<file path="src/sv/utf8_to_utf16_offset_mapper_defines.svh">
// Assertion helpers for the UTF-8 to UTF-16 offset mapper.
`ifndef UTF8_TO_UTF16_OFFSET_MAPPER_DEFINES_SVH
`define UTF8_TO_UTF16_OFFSET_MAPPER_DEFINES_SVH

// Same-cycle implication, clocked on clock, off during reset.
`define U8U16_ASSERT_NOW(lbl, ante, cons, msg) \
   lbl: assert property (@(posedge clock) disable iff (reset) (ante) |-> (cons)) \
      else $error(msg);

// Next-cycle implication, clocked on clock, off during reset.
`define U8U16_ASSERT_NEXT(lbl, ante, cons, msg) \
   lbl: assert property (@(posedge clock) disable iff (reset) (ante) |=> (cons)) \
      else $error(msg);

`endif

</file>
<file path="src/sv/u8u16_pkg.sv">
`default_nettype none
package u8u16_pkg;

   localparam int OFFSET_BITS_DEFAULT = 16;

   // result kinds
   localparam logic [1:0] KIND_UNIT = 2'd0;
   localparam logic [1:0] KIND_END  = 2'd1;
   localparam logic [1:0] KIND_ERR  = 2'd2;

   // allowed range of the second byte of a sequence
   localparam logic [1:0] SBC_NORMAL = 2'd0; // 80..BF
   localparam logic [1:0] SBC_E0     = 2'd1; // A0..BF
   localparam logic [1:0] SBC_LOW    = 2'd2; // 80..9F, or 80..8F for length 4
   localparam logic [1:0] SBC_F0     = 2'd3; // 90..BF

   localparam logic [20:0] SUPP_BASE    = 21'h10000;
   localparam logic [15:0] SURR_HI_BASE = 16'hD800;
   localparam logic [15:0] SURR_LO_BASE = 16'hDC00;
   localparam logic [9:0]  SURR_MASK    = 10'h3FF;

   typedef struct packed {
      logic [7:0] text_byte;
      logic       final_byte;
   } req_type;

   typedef struct packed {
      logic [1:0]  kind;
      logic [15:0] unit_value;
      logic [15:0] source_offset;
      logic [2:0]  sequence_length;
      logic [15:0] unit_index;
      logic        last_of_run;
   } rsp_type;

endpackage
`default_nettype wire

</file>
<file path="src/sv/utf8_to_utf16_offset_mapper.sv">
// Channel  | Direction | Ports                                 | Carries
// request  | in        | req_valid, req_ready, req_payload     | one UTF-8 byte + final flag
// response | out       | rsp_valid, rsp_ready, rsp_payload     | UTF-16 unit, end totals or error
//
// Each byte is decoded in the cycle it is accepted; its 0..3 results go into a
// four-entry result queue whose head drives the response port.
// One byte per cycle while each byte yields at most one result and the response
// side keeps up; a byte giving a surrogate pair plus end totals holds off later bytes
// until the single response port, draining the queue one entry a cycle, has emptied it to one result.
// Requests are taken while the queue holds at most one result.
// Synchronous active-high reset clears decoder state, counters and the queue.
`default_nettype none
`include "utf8_to_utf16_offset_mapper_defines.svh"
module utf8_to_utf16_offset_mapper #(
   parameter int OFFSET_BITS = u8u16_pkg::OFFSET_BITS_DEFAULT
) (
   input  wire                logic clock,
   input  wire                logic reset,
   input  wire                logic req_valid,
   output                     logic req_ready,
   input  wire u8u16_pkg::req_type req_payload,
   output                     logic rsp_valid,
   input  wire                logic rsp_ready,
   output      u8u16_pkg::rsp_type rsp_payload
);
   import u8u16_pkg::*;

   localparam int QDEPTH = 4;

   // decoder state
   logic [1:0]             bytes_remaining_ff, bytes_remaining_in;
   logic [2:0]             current_length_ff, current_length_in;
   logic [20:0]            code_accumulator_ff, code_accumulator_in;
   logic [1:0]             second_byte_class_ff, second_byte_class_in;
   logic [OFFSET_BITS-1:0] byte_counter_ff, byte_counter_in;
   logic [OFFSET_BITS-1:0] sequence_start_ff, sequence_start_in;
   logic [OFFSET_BITS-1:0] unit_counter_ff, unit_counter_in;
   logic                   discarding_ff, discarding_in;

   // result queue, entry 0 is the head
   rsp_type    q_ff [QDEPTH];
   rsp_type    q_in [QDEPTH];
   logic [2:0] cnt_ff, cnt_in;

   rsp_type    res [QDEPTH];
   logic [1:0] n_new;

   logic push, pop;
   logic [2:0] base;

   assign req_ready   = (cnt_ff <= 3'd1);
   assign rsp_valid   = (cnt_ff != 3'd0);
   assign rsp_payload = q_ff[0];
   assign push        = req_valid && req_ready;
   assign pop         = rsp_valid && rsp_ready;

   // decode one byte
   always_comb begin
      logic [7:0]             b;
      logic                   fin, err, done, ok, is_second;
      logic [20:0]            cp, adj;
      logic [OFFSET_BITS-1:0] bc1, uc1, uc2;
      logic [1:0]             k;
      b   = req_payload.text_byte;
      fin = req_payload.final_byte;
      err = 1'b0;
      done = 1'b0;
      ok  = 1'b0;
      is_second = 1'b0;
      k   = 2'd0;
      cp  = '0;
      adj = '0;
      bc1 = byte_counter_ff + OFFSET_BITS'(1);
      uc1 = unit_counter_ff + OFFSET_BITS'(1);
      uc2 = unit_counter_ff + OFFSET_BITS'(2);

      bytes_remaining_in   = bytes_remaining_ff;
      current_length_in    = current_length_ff;
      code_accumulator_in  = code_accumulator_ff;
      second_byte_class_in = second_byte_class_ff;
      byte_counter_in      = byte_counter_ff;
      sequence_start_in    = sequence_start_ff;
      unit_counter_in      = unit_counter_ff;
      discarding_in        = discarding_ff;
      for (int i = 0; i < QDEPTH; i++) begin
         res[i] = '0;
      end

      if (discarding_ff) begin
         byte_counter_in = bc1;
      end else begin
         if (bytes_remaining_ff == 2'd0) begin
            sequence_start_in    = byte_counter_ff;
            second_byte_class_in = SBC_NORMAL;
            if (b < 8'h80) begin
               code_accumulator_in = {13'd0, b};
               current_length_in   = 3'd1;
               done                = 1'b1;
            end else if (b >= 8'hC2 && b <= 8'hDF) begin
               code_accumulator_in = {16'd0, b[4:0]};
               current_length_in   = 3'd2;
               bytes_remaining_in  = 2'd1;
            end else if (b >= 8'hE0 && b <= 8'hEF) begin
               code_accumulator_in = {17'd0, b[3:0]};
               current_length_in   = 3'd3;
               bytes_remaining_in  = 2'd2;
               if (b == 8'hE0) second_byte_class_in = SBC_E0;
               else if (b == 8'hED) second_byte_class_in = SBC_LOW;
            end else if (b >= 8'hF0 && b <= 8'hF4) begin
               code_accumulator_in = {18'd0, b[2:0]};
               current_length_in   = 3'd4;
               bytes_remaining_in  = 2'd3;
               if (b == 8'hF0) second_byte_class_in = SBC_F0;
               else if (b == 8'hF4) second_byte_class_in = SBC_LOW;
            end else begin
               err = 1'b1;
            end
         end else begin
            is_second = (({1'b0, bytes_remaining_ff} + 3'd1) == current_length_ff);
            if (is_second) begin
               case (second_byte_class_ff)
                  SBC_E0:  ok = (b >= 8'hA0 && b <= 8'hBF);
                  SBC_LOW: ok = (b >= 8'h80) &&
                                (b <= ((current_length_ff == 3'd4) ? 8'h8F : 8'h9F));
                  SBC_F0:  ok = (b >= 8'h90 && b <= 8'hBF);
                  default: ok = (b >= 8'h80 && b <= 8'hBF);
               endcase
            end else begin
               ok = (b >= 8'h80 && b <= 8'hBF);
            end
            if (ok) begin
               code_accumulator_in = {code_accumulator_ff[14:0], b[5:0]};
               bytes_remaining_in  = bytes_remaining_ff - 2'd1;
               done                = (bytes_remaining_ff == 2'd1);
            end else begin
               err = 1'b1;
            end
         end

         if (!err && !done && fin) err = 1'b1;

         cp  = code_accumulator_in;
         adj = cp - SUPP_BASE;

         if (err) begin
            res[0].kind          = KIND_ERR;
            res[0].source_offset = 16'(sequence_start_in);
            res[0].last_of_run   = 1'b1;
            k                    = 2'd1;
            discarding_in        = 1'b1;
            bytes_remaining_in   = 2'd0;
            byte_counter_in      = bc1;
         end else begin
            if (done) begin
               res[0].kind            = KIND_UNIT;
               res[0].source_offset   = 16'(sequence_start_in);
               res[0].sequence_length = current_length_in;
               res[0].unit_index      = 16'(unit_counter_ff);
               if (cp < SUPP_BASE) begin
                  res[0].unit_value = cp[15:0];
                  unit_counter_in   = uc1;
                  k                 = 2'd1;
               end else begin
                  res[0].unit_value      = SURR_HI_BASE + {5'd0, adj[20:10]};
                  res[1].kind            = KIND_UNIT;
                  res[1].unit_value      = SURR_LO_BASE + {6'd0, adj[9:0] & SURR_MASK};
                  res[1].source_offset   = 16'(sequence_start_in);
                  res[1].sequence_length = current_length_in;
                  res[1].unit_index      = 16'(uc1);
                  unit_counter_in        = uc2;
                  k                      = 2'd2;
               end
            end
            byte_counter_in = bc1;
            if (fin) begin
               res[k].kind          = KIND_END;
               res[k].source_offset = 16'(bc1);
               res[k].unit_index    = 16'(unit_counter_in);
               k                    = k + 2'd1;
            end
            if (k != 2'd0) res[k - 2'd1].last_of_run = 1'b1;
         end
      end

      // final byte always returns to the reset state
      if (fin) begin
         bytes_remaining_in   = '0;
         current_length_in    = '0;
         code_accumulator_in  = '0;
         second_byte_class_in = SBC_NORMAL;
         byte_counter_in      = '0;
         sequence_start_in    = '0;
         unit_counter_in      = '0;
         discarding_in        = 1'b0;
      end
      n_new = k;
   end

   // queue: shift on pop, append new results behind what remains
   always_comb begin
      logic [2:0] idx;
      base = cnt_ff - {2'd0, pop};
      for (int i = 0; i < QDEPTH; i++) begin
         q_in[i] = q_ff[i];
      end
      if (pop) begin
         for (int i = 0; i < QDEPTH - 1; i++) begin
            q_in[i] = q_ff[i + 1];
         end
      end
      for (int i = 0; i < QDEPTH; i++) begin
         idx = 3'(i) - base;
         if (push && 3'(i) >= base && idx < {1'b0, n_new}) begin
            q_in[i] = res[idx[1:0]];
         end
      end
      cnt_in = push ? base + {1'b0, n_new} : base;
   end

   always_ff @(posedge clock) begin
      if (reset) begin
         bytes_remaining_ff   <= '0;
         current_length_ff    <= '0;
         code_accumulator_ff  <= '0;
         second_byte_class_ff <= SBC_NORMAL;
         byte_counter_ff      <= '0;
         sequence_start_ff    <= '0;
         unit_counter_ff      <= '0;
         discarding_ff        <= 1'b0;
         cnt_ff               <= '0;
      end else begin
         if (push) begin
            bytes_remaining_ff   <= bytes_remaining_in;
            current_length_ff    <= current_length_in;
            code_accumulator_ff  <= code_accumulator_in;
            second_byte_class_ff <= second_byte_class_in;
            byte_counter_ff      <= byte_counter_in;
            sequence_start_ff    <= sequence_start_in;
            unit_counter_ff      <= unit_counter_in;
            discarding_ff        <= discarding_in;
         end
         cnt_ff <= cnt_in;
      end
   end

   always_ff @(posedge clock) begin
      for (int i = 0; i < QDEPTH; i++) begin
         q_ff[i] <= q_in[i];
      end
   end

   `U8U16_ASSERT_NEXT(a_final_clears, push && req_payload.final_byte,
      byte_counter_ff == '0 && unit_counter_ff == '0 && !discarding_ff,
      "final byte did not restore idle decoder state")
   `U8U16_ASSERT_NOW(a_final_answers, push && req_payload.final_byte && !discarding_ff,
      n_new != 2'd0, "final byte outside discard produced no result")
   `U8U16_ASSERT_NEXT(a_drain_only, pop && !push, cnt_ff == $past(cnt_ff) - 3'd1,
      "queue count wrong after a lone pop")

endmodule
`default_nettype wire
</file>
<file path="config.mk">
export PLATFORM = sky130hd
export DESIGN_NAME = utf8_to_utf16_offset_mapper
export DESIGN_NICKNAME = d
export VERILOG_FILES = /design/src/sv/u8u16_pkg.sv /design/src/sv/utf8_to_utf16_offset_mapper.sv
export VERILOG_INCLUDE_DIRS = /design/src /design/src/sv
export SDC_FILE = /design/constraint.sdc
export NUM_CORES = 1
export LEC_CHECK = 0
export BUFFER_PORTS_ARGS = -buffer_cell sky130_fd_sc_hd__buf_2
export CAP_MARGIN = 20
export CORE_ASPECT_RATIO = 1.1
export CORE_MARGIN = 2
export CORE_UTILIZATION = 23
export CTS_BUF_LIST = sky130_fd_sc_hd__clkbuf_8
export DETAILED_ROUTE_END_ITERATION = 10
export PLACE_DENSITY = 0.41
export SLEW_MARGIN = 0
export SYNTH_ARGS = -nofsm -noshare
export SYNTH_HDL_FRONTEND = slang
export SYNTH_SLANG_ARGS = --single-unit
</file>
<file path="constraint.sdc">
create_clock -name clock -period 6.9 [get_ports clock]
set_input_delay 0.345 -clock clock [delete_from_list [all_inputs] [get_ports clock]]
set_output_delay 0.345 -clock clock [all_outputs]
set_load 0.005 [all_outputs]
</file>
==> results.md <==
* Share of the synthesized area in the top cell type at 38.26%
* Number of global-route vias before repair at ~15,000
* DRC viols at 0
* Final worst slack at 0.9815 ns
* Worst clock skew at 0.03415 ns
* Asr flop ratio synth at 0%
* Clock slew at the register clock pins of the worst setup and hold paths at ~0.060 ns
* CTS Root Cell: clkbuf_8
* Actual slew at the worst max-slew pin at 1.154 ns
* CTS tree: built
* Data arrival, critical path at 6.42 ns
* Die footprint at 75,890 µm²
* 1st-iter DRT viols at 1,410
* WP data required at 7.40 ns
* Sink of the worst hold path: code_accumulator_ff[1]
* Synth Instances at 1,870
* Detailed Routing Iterations Pass 1 at 7
* Crit Path Class: reg -> reg
* CP endpoint kind: flop
* Final antenna-violating net count at 0
* Area leader, netlist: edfxtp_1
* Area Overhead vs Synth at 14.19%
* Ranking of synthesized cells by area: edfxtp_1, dfxtp_1, nor2_1, nand2_1, a21oi_1
* Cell Chain, Critical Path: inv_1 > ha_1 > xnor2_1 > a31oi_1 > or3_1 > o21ai_1 > buf_4 > a22oi_1 > nand4_1 > nand2_1 > ha_1 > a21oi_1 > nand3_2 > buf_4 > nor2_1 > buf_4 > nand2_1 > a2bb2oi_1 > o21ai_1
* Slowest CP cell: nand4_1
* Initial antenna violation count at 1
* Core region area at 73,130 µm²
* Crit Reg-Reg Endpoint: q_ff[2][4]
* Max Freq at 0.1690 GHz
* Grt ovf at 0
* Via density at 5.304
* HP Class: in -> reg
* Final TNS setup at 0 ns
* CTS Sinks at 296
* Total CTS buffers at 54
* Hold Startpoint: req_payload[2]
* Cell mode on critical path: buf_4
* Minimum clock period after layout at 5.919 ns
* Warnings, synthesis at 0
* Setup Fix Bufs, Post-CTS at 0
* # hold bufs at CTS at 1
* First-pass GRT wire length at 100,800 µm
* Crit start category: flop
* Die height at 288.7 µm
* Synth cell count leaders: nor2_1, edfxtp_1, nand2_1, a21oi_1, o21ai_0
* Worst-Skew Late Latency at 0.67 ns
* Clock Path Buffers at 3
* Total number of vias at roughly 15,000
* FP Rows at 104
* R2R Path Start: bytes_remaining_ff[0]
* H-tree Lvls at 2
* Yosys reg bits at slightly below 300
* Top FF cell, synth: edfxtp_1
* Syn_nets at 1,909
* Final setup vio count at 0
* Total wire length at 67,740 µm
* R2R Setup Slk at 0.98 ns
* Top-count cell post-synth: nor2_1
* Crit Path Max Fanout at 20
* Outcome: finished, final reports clean
* Number of synthesized flops with an enable pin at 216
* CP max stage delay at 0.61 ns
* Io pins at 69
* PortBufs at 68
* Die Wd at 262.8 µm
* Sequential share of the synthesized area at 47.71%
* Worst slack at placement at 1.155 ns
* Post-CTS resize count at 0
* Final hold slack at about 0.059 ns
* Largest net degree at the start of global routing at 81
* Max Cap Viol at 0
* Final Hold Viols at 0
* Maximum vdd drop at roughly 280 µV
* DR WL/cell at approximately 24 µm
* Worst Hold Depth at 3
* Unique masters post-synth at 76
* Relative slew slack at 22.78%
* PwrDens at 454.1 nW/µm²
* RSZ-0062 raised after global routing: false
* Nets at 1,927
* Final HPWL DP at between 40,000 and 50,000 µm
* Mean Syn Cell Area at 9.065 µm²
* Starting Density at about 23%
* P_leak at 0.006671 µW
* GRT Total Usage at 17.47%
* Share of cells above drive strength 1 at 12.87%
* Max Slew Vio Count at 0
* Final Cycle Share at between 80% and 90%
* GPL Wtd Cong at 0.8561
* Cell count of the worst reg-to-reg path at 19
* Post-Syn Area at 16,950 µm²
==> kinds of logic after synthesis <==
logic type,synth area share [%]
AO/OA/AOI/OAI,24.03
adder cells (fa/ha/maj),1.963
multiplexers,2.576
XOR/XNOR,2.111
buffers and inverters,4.547
flip-flops,47.71
AND/OR/NAND/NOR,17.06
==> registers in the layout (all words and copies together) (netlist names) <==
register,cells
cnt_ff,3
byte_counter_ff,16
discarding_ff,1
bytes_remaining_ff,2
second_byte_class_ff,2
unit_counter_ff,16
sequence_start_ff,16
current_length_ff,3
q_ff,216
code_accumulator_ff,21
==> cell usage in the layout, fill, tap and decap left out, types with 9 or more instances in the layout <==
cell type and instances:
o21ai_0 130, a21o_1 14, buf_2 70, or3_1 9
a32oi_1 21, mux2i_1 19, and2_1 14, a22o_1 30
buf_4 51, edfxtp_1 216, o2bb2ai_1 11, nand3_1 64
and3_1 19, o211ai_1 16, xnor2_1 26, a22oi_1 81
nor4_1 11, mux2_2 21, dfxtp_1 80, nand2_1 190
nor2_1 228, o31ai_1 24, a31oi_1 61, clkbuf_8 57
nor3_1 62, ha_1 23, clkinv_1 17, inv_1 38
a21oi_1 136, xor2_1 13, o21ai_1 24
==> critical path: cells and delay by family (launching register included) <==
family / cells / cell delay, ns
compound gates: 6 / 1.53
xor+xnor: 1 / 0.14
fa+ha+maj: 2 / 0.60
buf+inv: 4 / 0.95
flops: 1 / 0.43
simple gates: 6 / 2.08
==> area by class of cell <==
cell class                      instances  area [µm²]
Antenna cell                            1       2.502
Clock buffer                           57       784.5
Clock inverter                         38       222.7
Fill cell                            7876       53770
Inverter                               32       120.1
Multi-Input combinational cell       1380        8174
Sequential cell                       296        8088
Tap cell                              954        1194
Timing Repair Buffer                  124       770.7
==> where the power goes <==
group	switching (µW)	internal [µW]	leakage, µW	total [µW]
Clock	821	837	0.000556	1660
Sequential	177	2920	0.00269	3100
Combinational	2960	1080	0.00343	4040
==> worst max path at each step <==
| stage | startpoint | to | slack (ns) | cells past startpoint |
|---|---|---|---|---|
| 6_report | bytes_remaining_ff[0] | q_ff[2][4] | 0.98 | 19 |
| 5_1_grt | bytes_remaining_ff[0] | q_ff[2][4] | 0.59 | 19 |
| 4_1_cts | bytes_remaining_ff[0] | q_ff[0][19] | 1.11 | 15 |
| 3_5_place_dp | bytes_remaining_ff[0] | q_ff[2][17] | 1.15 | 15 |
| 3_3_place_gp | req_payload[4] | q_ff[0][50] | 1.34 | 13 |
| 2_1_floorplan | bytes_remaining_ff[0] | q_ff[3][0] | 1.11 | 17 |
==> metrics by stage <==
step	cells	cell area [µm²]	power, µW	utilization, %
after floorplan	1870	16960	5558	-
after global placement	2781	18310	7178	25.04
after detailed placement	2784	18330	7195	25.06
after CTS	2880	19350	8884	26.45
after global routing	2882	19360	9315	26.47
final	2882	19360	8790	26.47
==> per-layer routing <==
metal	vias to the layer above	track usage (%)	routed length, µm
met2	571	28.62	30950
met1	7579	23.93	30680
met3	107	2.643	4267
met5	-	0	0
li1	7030	-	-
met4	0	5.014	1847
No activity file was read; power rests on OpenSTA's default activity.
